## config.mk

```make
export PLATFORM = sky130hd
export DESIGN_NAME = ptc_cell
export DESIGN_NICKNAME = d
export VERILOG_FILES = /design/src/sv/ptc_pkg.sv /design/src/sv/ptc_cell.sv
export SDC_FILE = /design/constraint.sdc
export NUM_CORES = 1
export LEC_CHECK = 0
export BUFFER_PORTS_ARGS = -buffer_cell sky130_fd_sc_hd__buf_2
export CAP_MARGIN = 10
export CORE_ASPECT_RATIO = 1.25
export CORE_UTILIZATION = 40
export DETAILED_ROUTE_END_ITERATION = 16
export MAX_ROUTING_LAYER = met4
export PLACE_DENSITY = 0.66
export SLEW_MARGIN = 10
export SYNTH_ARGS = -nofsm -noshare
export SYNTH_HDL_FRONTEND = slang
export SYNTH_SLANG_ARGS = --single-unit
```

## constraint.sdc

```tcl
create_clock -name clk -period 6.6 [get_ports clk]
set_input_delay 0.66 -clock clk [delete_from_list [all_inputs] [get_ports clk]]
set_output_delay 0.66 -clock clk [all_outputs]
set_load 0.01 [all_outputs]
```

## src/sv/ptc_pkg.sv

```systemverilog
// Shared types, codes and the permission check for the page table unit.
// No dependencies; imported by ptc_cell and page_table_translate_check_unit.
package ptc_pkg;

	localparam int VA_W    = 32;
	localparam int FRAME_W = 32;
	localparam int PA_W    = 32;
	localparam int PERM_W  = 3;
	localparam int ACC_W   = 2;
	localparam int STAT_W  = 3;

	localparam logic OP_MAP     = 1'b0;
	localparam logic OP_RESOLVE = 1'b1;

	localparam logic [ACC_W-1:0] ACC_NONE  = 2'd0;
	localparam logic [ACC_W-1:0] ACC_READ  = 2'd1;
	localparam logic [ACC_W-1:0] ACC_WRITE = 2'd2;
	localparam logic [ACC_W-1:0] ACC_EXEC  = 2'd3;

	localparam int PERM_READ_BIT  = 0;
	localparam int PERM_WRITE_BIT = 1;
	localparam int PERM_EXEC_BIT  = 2;

	localparam logic [STAT_W-1:0] ST_OK      = 3'd0;
	localparam logic [STAT_W-1:0] ST_NOEXEC  = 3'd1;
	localparam logic [STAT_W-1:0] ST_NOREAD  = 3'd2;
	localparam logic [STAT_W-1:0] ST_NOWRITE = 3'd3;
	localparam logic [STAT_W-1:0] ST_FULL    = 3'd4;

	typedef struct packed {
		logic               op;
		logic [VA_W-1:0]    vaddr;
		logic [PERM_W-1:0]  page_perms;
		logic [ACC_W-1:0]   required_access;
		logic [FRAME_W-1:0] frame_base;
	} req_item_t;

	typedef struct packed {
		logic              found;
		logic [PA_W-1:0]   paddr;
		logic [STAT_W-1:0] status;
	} rsp_item_t;

	// Lookup that walks down the row of cells
	typedef struct packed {
		logic [VA_W-1:0]  va;
		logic [ACC_W-1:0] access;
	} ptc_query_t;

	// Append broadcast to every cell; the cell at the fill index takes it
	typedef struct packed {
		logic               en;
		logic [VA_W-1:0]    va;
		logic [PERM_W-1:0]  perms;
		logic [FRAME_W-1:0] frame;
	} ptc_map_t;

	function automatic logic [STAT_W-1:0] access_status(
		input logic [PERM_W-1:0] perms,
		input logic [ACC_W-1:0]  access
	);
		logic [STAT_W-1:0] st;
		st = ST_OK;
		case (access)
			ACC_EXEC: begin
				// missing read wins over missing exec
				if (!perms[PERM_EXEC_BIT]) st = ST_NOEXEC;
				if (!perms[PERM_READ_BIT]) st = ST_NOREAD;
			end
			ACC_READ: begin
				if (!perms[PERM_READ_BIT]) st = ST_NOREAD;
			end
			ACC_WRITE: begin
				if (!perms[PERM_WRITE_BIT]) st = ST_NOWRITE;
			end
			default: begin
				st = ST_OK;
			end
		endcase
		return st;
	endfunction

endpackage

```

## src/sv/ptc_cell.sv

```systemverilog
// One table entry plus one stage of the lookup chain.
// Depends on ptc_pkg; instantiated in a row by page_table_translate_check_unit.
module ptc_cell #(
	parameter int CNT_W            = 7,
	parameter int IDX              = 0,
	parameter int PAGE_OFFSET_BITS = 12,
	parameter int ADDR_BITS        = 32,
	parameter bit LAST             = 1'b0
) (
	input  logic                  clk,
	input  logic                  arst_n,
	input  logic [CNT_W-1:0]      count,
	input  ptc_pkg::ptc_map_t     map,
	input  logic                  tok_valid_in,
	input  ptc_pkg::ptc_query_t   tok_in,
	output logic                  tok_valid_out,
	output ptc_pkg::ptc_query_t   tok_out,
	output logic                  res_valid,
	output ptc_pkg::rsp_item_t    res
);
	import ptc_pkg::*;

	localparam int PAGE_W = VA_W - PAGE_OFFSET_BITS;
	localparam logic [PA_W-1:0] PA_MASK = (ADDR_BITS >= PA_W) ? {PA_W{1'b1}} :
		PA_W'((64'd1 << ADDR_BITS) - 64'd1);

	logic [PAGE_W-1:0]  page_q;
	logic [PERM_W-1:0]  perms_q;
	logic [FRAME_W-1:0] frame_q;

	logic               tok_valid_q;
	ptc_query_t         tok_q;
	logic               res_valid_q;
	rsp_item_t          res_q;

	logic               in_use;
	logic               match;
	logic               stop;
	logic [PA_W-1:0]    sum;
	rsp_item_t          res_d;

	always_ff @(posedge clk) begin
		if (map.en && count == CNT_W'(IDX)) begin
			page_q  <= map.va[VA_W-1:PAGE_OFFSET_BITS];
			perms_q <= map.perms;
			frame_q <= map.frame;
		end
	end

	always_comb begin
		in_use = count > CNT_W'(IDX);
		match  = in_use && (page_q == tok_q.va[VA_W-1:PAGE_OFFSET_BITS]);
		// end the walk on a hit, past the last filled entry, or at the row's end
		stop   = !in_use || match || LAST;
		sum    = frame_q + {{(PA_W-PAGE_OFFSET_BITS){1'b0}}, tok_q.va[PAGE_OFFSET_BITS-1:0]};
		res_d.found  = match;
		res_d.paddr  = match ? (sum & PA_MASK) : '0;
		res_d.status = match ? access_status(perms_q, tok_q.access) : ST_OK;
	end

	always_ff @(posedge clk or negedge arst_n) begin
		if (!arst_n) begin
			tok_valid_q <= 1'b0;
			res_valid_q <= 1'b0;
		end else begin
			tok_valid_q <= tok_valid_in;
			res_valid_q <= tok_valid_q && stop;
		end
	end

	always_ff @(posedge clk) begin
		if (tok_valid_in) begin
			tok_q <= tok_in;
		end
		if (tok_valid_q && stop) begin
			res_q <= res_d;
		end
	end

	assign tok_valid_out = tok_valid_q && !stop;
	assign tok_out       = tok_q;
	assign res_valid     = res_valid_q;
	assign res           = res_q;

endmodule
```

## After elaboration in Yosys (flattened, before gate mapping)

Index checks and enable logic that the tools add are counted.

| storage, ports and cells | value |
|---|---|
| flip-flop bits (word level) | 127 |
| bits of input ports | 112 |
| output and inout port bits | 72 |
| word-level logic and storage cells | 29 |

| cells by class | value |
|---|---|
| add/sub/neg operators | 1 |
| $lt $le $gt $ge | 1 |
| equality and inequality tests | 4 |
| multiplexer cells | 5 |
| reductions and logical operators | 8 |

Operators with widths:

| cell | number |
|---|---|
| 32-bit by 12-bit adder with 32-bit output | 1 |
| 20-bit == test | 1 |
| 3-bit case mux with 3 select lines | 1 |
| 7-bit by 1-bit greater-than comparator with 1-bit output, second input constant | 1 |
| 7-bit logical NOT | 1 |
| 2-bit == test, second input constant | 2 |
| 1-bit logical AND | 4 |
| 2-bit two-way mux | 2 |
| 3-bit two-way mux | 1 |
| 2-bit by 1-bit == test with 1-bit output, second input constant | 1 |
| 1-bit logical NOT | 2 |
| 1-bit logical OR | 1 |
| 1-bit two-way mux | 1 |

## Longest topological paths before layout

| depth | value |
|---|---|
| depth in word-level cells | 5 |
| depth in mapped cells | 8 |
| gate-level depth less buffers | 8 |

## Least setup slack after synthesis

OpenSTA, ideal clock, no wires.

| timing | value |
|---|---|
| path kind | input to register |
| from | input port count[2] |
| to | register res_q, in the netlist res[0] (enable) |
| setup time | 0.433 ns |
| arrival | 3.135 ns |
| data required time | 6.167 ns |
| path slack | 3.033 ns |
| stages on the path | 4 |
| buffers on the path | 0 |
| cell sequence | or4_1 -> nor4_1 -> nor2_1 -> nor2b_1 |

| on the way | value |
|---|---|
| cells in the longest elaborated chain, start to end | 4 |
| elaborated cells on any way between the ends | 5 |
| those cells by class | order compare (1); reduce/logical (4) |

RTL lines:

| what | RTL line | source |
|---|---|---|
| from (decl) | ptc_cell.sv:12 | `input logic [CNT_W-1:0] count,` |
| 7-bit by 1-bit greater-than comparator with 1-bit output * | ptc_cell.sv:51 | `in_use = count > CNT_W'(IDX);` |
| 1-bit logical NOT / 1-bit logical AND (equally long branches) | ptc_cell.sv:54, ptc_cell.sv:52 |  |
| 1-bit logical OR * | ptc_cell.sv:54 | `stop = !in_use \|\| match \|\| LAST;` |
| 1-bit logical AND * | ptc_cell.sv:75 | `if (tok_valid_q && stop) begin` |
| to (signal assigned) | ptc_cell.sv:76 | `res_q <= res_d;` |
| to (decl) | ptc_cell.sv:34 | `rsp_item_t res_q;` |

Mark *: on every way between the ends. The rest lies on a longest branch, timed or not.
A chain may end at the register's enable or synchronous reset.

## Worst setup path in the final report

| timing | value |
|---|---|
| from | register tok_q, in the netlist tok_out[28] |
| to | output port tok_valid_out |

| on the way | value |
|---|---|
| cells in the longest elaborated chain, start to end | 5 |

RTL lines:

| what | RTL line | source |
|---|---|---|
| from (decl) | ptc_cell.sv:32 | `ptc_query_t tok_q;` |
| from (signal assigned) | ptc_cell.sv:73 | `tok_q <= tok_in;` |
| 20-bit == test | ptc_cell.sv:52 | `match = in_use && (page_q == tok_q.va[VA_W-1:PAGE_OFFSET_BITS]);` |
| 1-bit logical AND | ptc_cell.sv:52 |  |
| 1-bit logical OR | ptc_cell.sv:54 |  |
| 1-bit logical NOT | ptc_cell.sv:80 | `assign tok_valid_out = tok_valid_q && !stop;` |
| 1-bit logical AND | ptc_cell.sv:80 |  |
| to (decl) | ptc_cell.sv:16 | `output logic tok_valid_out,` |

Every way passes these cells.

==> metrics.md <==
| Metric | Value |
|---|---|
| Share of synthesized cell area in full adder, half adder and majority cells | `under 10%` |
| Number of synthesized flops with an enable pin | `between 100 and 150` |
| Fill cells | `1060` |
| CP startpoint kind | `flop` |
| Overall overflow remaining after global route | `0` |
| Number of endpoints with negative hold slack in the final report | `0` |
| Combinational family with the most area after synthesis | `simple AND/OR/NAND/NOR gates` |
| Share of layout cells above drive strength 1 | `around two fifths` |
| Mux contribution to synthesized area | `0%` |
| PwrDens | `284 nW/µm²` |
| Worst hold path class | `primary input to async pin` |
| Die area | `13600 µm²` |
| TritonCTS clock tree | `yes` |
| Cell total after placement | `around 680` |
| Required time at the worst-slack endpoint | `between 5 and 6 ns` |
| Final estimated routing congestion in global placement | `a little over 0.8` |
| Clock latency on the worst-skew pair | `0.40 ns` |
| Routed wire per std cell | `~14 µm` |
| Number of max-cap violations | `0` |
| Most used flip-flop cell after synthesis | `edfxtp_1` |
| Initial Util | `41.2%` |
| Clock sink total | `approximately 130` |
| Nature of the critical path endpoint | `output pin` |
| Max Slew Vio Count | `0` |
| Cell with the most instances after synthesis | `edfxtp_1` |
| PnR worst setup slack | `3.74 ns` |
| Mean number of vias per cell | `4.82` |
| # rows | `46` |
| Setup fix buffers added after clock tree synthesis | `0` |
| Portion of synthesized cell area occupied by the leading cell type | `71.1%` |
| Worst VDD drop | `187 µV` |
| Post-synthesis sequential area ratio | `between 70% and 80%` |
| Total area of multi-input combinational cells | `between 1000 and 1500 µm²` |
| Transition time at the pin with the least slew margin | `0.961 ns` |
| Initial antenna violation count | `0` |
| Cell at the root of the clock tree | `clkbuf_16` |
| Die Wd | `104 µm` |
| Total design power | `1960 µW` |
| First-pass iteration count of the detailed router | `4` |
| Number of nets still failing antenna checks after routing | `0` |
| Share of flip-flops with an asynchronous set or reset after synthesis | `1.59%` |
| Mapped cell area | `5240 µm²` |
| Cell Area, Placed | `around 6300 µm²` |
| Global routing usage summed across all routing layers | `15.7%` |
| Critical Path Fanout Max | `2` |
| Number of antenna cells inserted | `0` |
| Fin crit period | `2.86 ns` |
| Arrival time worst endpoint | `2.20 ns` |
| Count of distinct cell types in the synthesized netlist | `51` |
| Global-route wire length before repair | `15500 µm` |
| Vias | `roughly 3400` |
| Via count of the first global-routing pass | `3325` |
| Height of the chip | `130 µm` |
| Cell taking the most area after synthesis | `edfxtp_1` |
| Gate count of the mapped netlist | `about 350` |
| Worst setup slack before clock tree synthesis | `roughly 3.6 ns` |
| Num CTS Buffers | `17` |
| Setup_tns | `0 ns` |
| Area added between synthesis and finish | `31.4%` |
| Post-route clock skew | `0.00814 ns` |
| Category of the critical setup timing path | `flop to output pin` |
| Post-layout net count | `655` |
| Sequential cell area | `3770 µm²` |
| Synthesized-area fraction occupied by ao, oa, aoi and oai cells | `roughly 7.0%` |
| Static leakage | `0.00281 µW` |
| Finished layout cell area | `6880 µm²` |
| Count of unresolved DRC violations after routing | `0` |
| DRC violation total after the first TritonRoute iteration | `147` |
| Maximum number of pins on one net before global-route repair | `42` |
| HPWL reported at the end of detailed placement | `around 7400 µm` |
| Number of buffers added to fix hold violations after cts | `0` |
| Total of buffers placed on input and output ports | `170` |
| Clock input transition at the sequential cells of the worst setup and hold paths | `roughly 0.050 ns` |
| Worst max-slew margin expressed relative to the limit | `35.8%` |
| Bufs on Longest Clock Path | `2` |
| Setup repair after global routing missed its margin | `no` |
| Avg Inst Size Synth | `roughly 15 µm²` |
| Detailed-route wire length | `about 10000 µm` |
| Final std cells w/o fill | `711` |
| Number of cells upsized or downsized after cts | `0` |
| Maximum clock frequency | `0.349 GHz` |
| Synthesized Nets | `470` |
| Crit share post-route | `a little over two fifths` |
| Cell types with the highest counts after synthesis | `edfxtp_1 (124), nor2_1 (27), a21oi_1 (22), xnor2_1 (22), nand2_1 (18)` |
| Top area cells in the synthesized netlist | `edfxtp_1 (71%), xnor2_1 (3.7%), ha_1 (2.9%), xor2_1 (2.8%), a21oi_1 (2.1%)` |
| Boundary Pins | `184` |
| Placeable core region | `12700 µm²` |
| Count of warnings emitted by yosys | `0` |
| Number of storage elements in the synthesis netlist | `126` |
| Depth of the CTS H-tree | `4` |
| Area share of xor/xnor cells in the synthesized design | `6.52%` |
| # setup viols final | `0` |
| Run status | `finished clean` |
| Area fraction in and, or, nand and nor cells after synthesis | `9.91%` |
cells in the final DEF, fill, tap and decap left out, drive strengths merged, types with 3 or more instances in the layout:
cell,n
a211oi,3
buf,172
clkbuf,18
a21oi,25
nand3,8
a21o,4
inv,8
nand4,6
nor2,27
edfxtp,124
o211ai,4
xor2,17
and2,5
or3,4
nor3,7
o21ai,11
bufinv,3
clkinv,9
nor3b,6
nand2,18
ha,12
xnor2,22
nor4,5
metrics by stage:
step | hold WS, ns | util (%)
2_1_floorplan | 0.364 | -
3_3_place_gp | 0.452 | 49.4
3_5_place_dp | 0.451 | 49.4
4_1_cts | 0.0153 | 54.1
5_1_grt | 0.0212 | 54.1
6_report | 0.0370 | 54.1
cell type report:
cell class | instances | area share [%]
Clock buffer | 18 | 6.24
Multi-Input combinational cell | 206 | 20.5
Timing Repair Buffer | 172 | 12.6
Sequential cell | 126 | 54.8
Clock inverter | 14 | 2.45
Tap cell | 168 | 3.05
Inverter | 7 | 0.382
kinds of logic after synthesis:
family                     after synthesis
AOI/OAI and AO/OA                       56
DFF                                    126
other                                    1
and+or+nand+nor                         97
xor gates and xnor gates                39
adders and majority gates               13
buffers and inverters                   13
path summary, 6_finish.rpt:
path | startpoint | endpoint | slack [ns] | depth (start not counted)
setup / recovery | tok_out[28]$_DFFE_PP_ | tok_valid_out | 3.74 | 7
hold / removal | arst_n | res_valid$_DFF_PN0_ | 0.04 | 1
setup reg to reg | tok_out[2]$_DFFE_PP_ | res[17]$_SDFFCE_PN0P_ | 3.92 | 8
hold reg to reg | tok_out[1]$_DFFE_PP_ | res[0]$_SDFFCE_PN0P_ | 0.60 | 2
max in group asynchronous | arst_n | tok_valid_q$_DFF_PN0_ | 6.46 | 1
min in group clk | map[55] | page_q[8]$_DFFE_PP_ | 0.43 | 1
routing by layer:
metal	up-vias	share of wire (%)	global-route usage (%)
li1	1674	-	-
met1	1596	42	17.2
met2	143	50	26.5
met3	13	6.6	4.75
met4	0	1.6	7.23
met5	-	0	-
flip-flops by register name, summed over array words and instances (netlist names):
signal / cells
res: 35
tok_out: 34
frame_q: 32
page_q: 20
perms_q: 3
res_valid: 1
tok_valid_q: 1
power by group:
| group | internal (µW) | total, µW | switching (µW) | leakage, µW |
|---|---|---|---|---|
| sequential | 897 | 910 | 12.5 | 0.00126 |
| combinational | 57.1 | 116 | 59.4 | 0.00126 |
| clock | 594 | 929 | 335 | 0.000292 |
| total | 1550 | 1960 | 407 | 0.00281 |
worst max-delay path, stage by stage, from the launching register on:
cell	delay [ns]
edfxtp_1	0.41
xor2_1	0.18
nor4_1	0.33
nand3_1	0.18
nor3_1	0.25
nor2_1	0.13
and2_1	0.18
buf_2	0.14
Note: power is estimated with default switching activity, not from simulation.
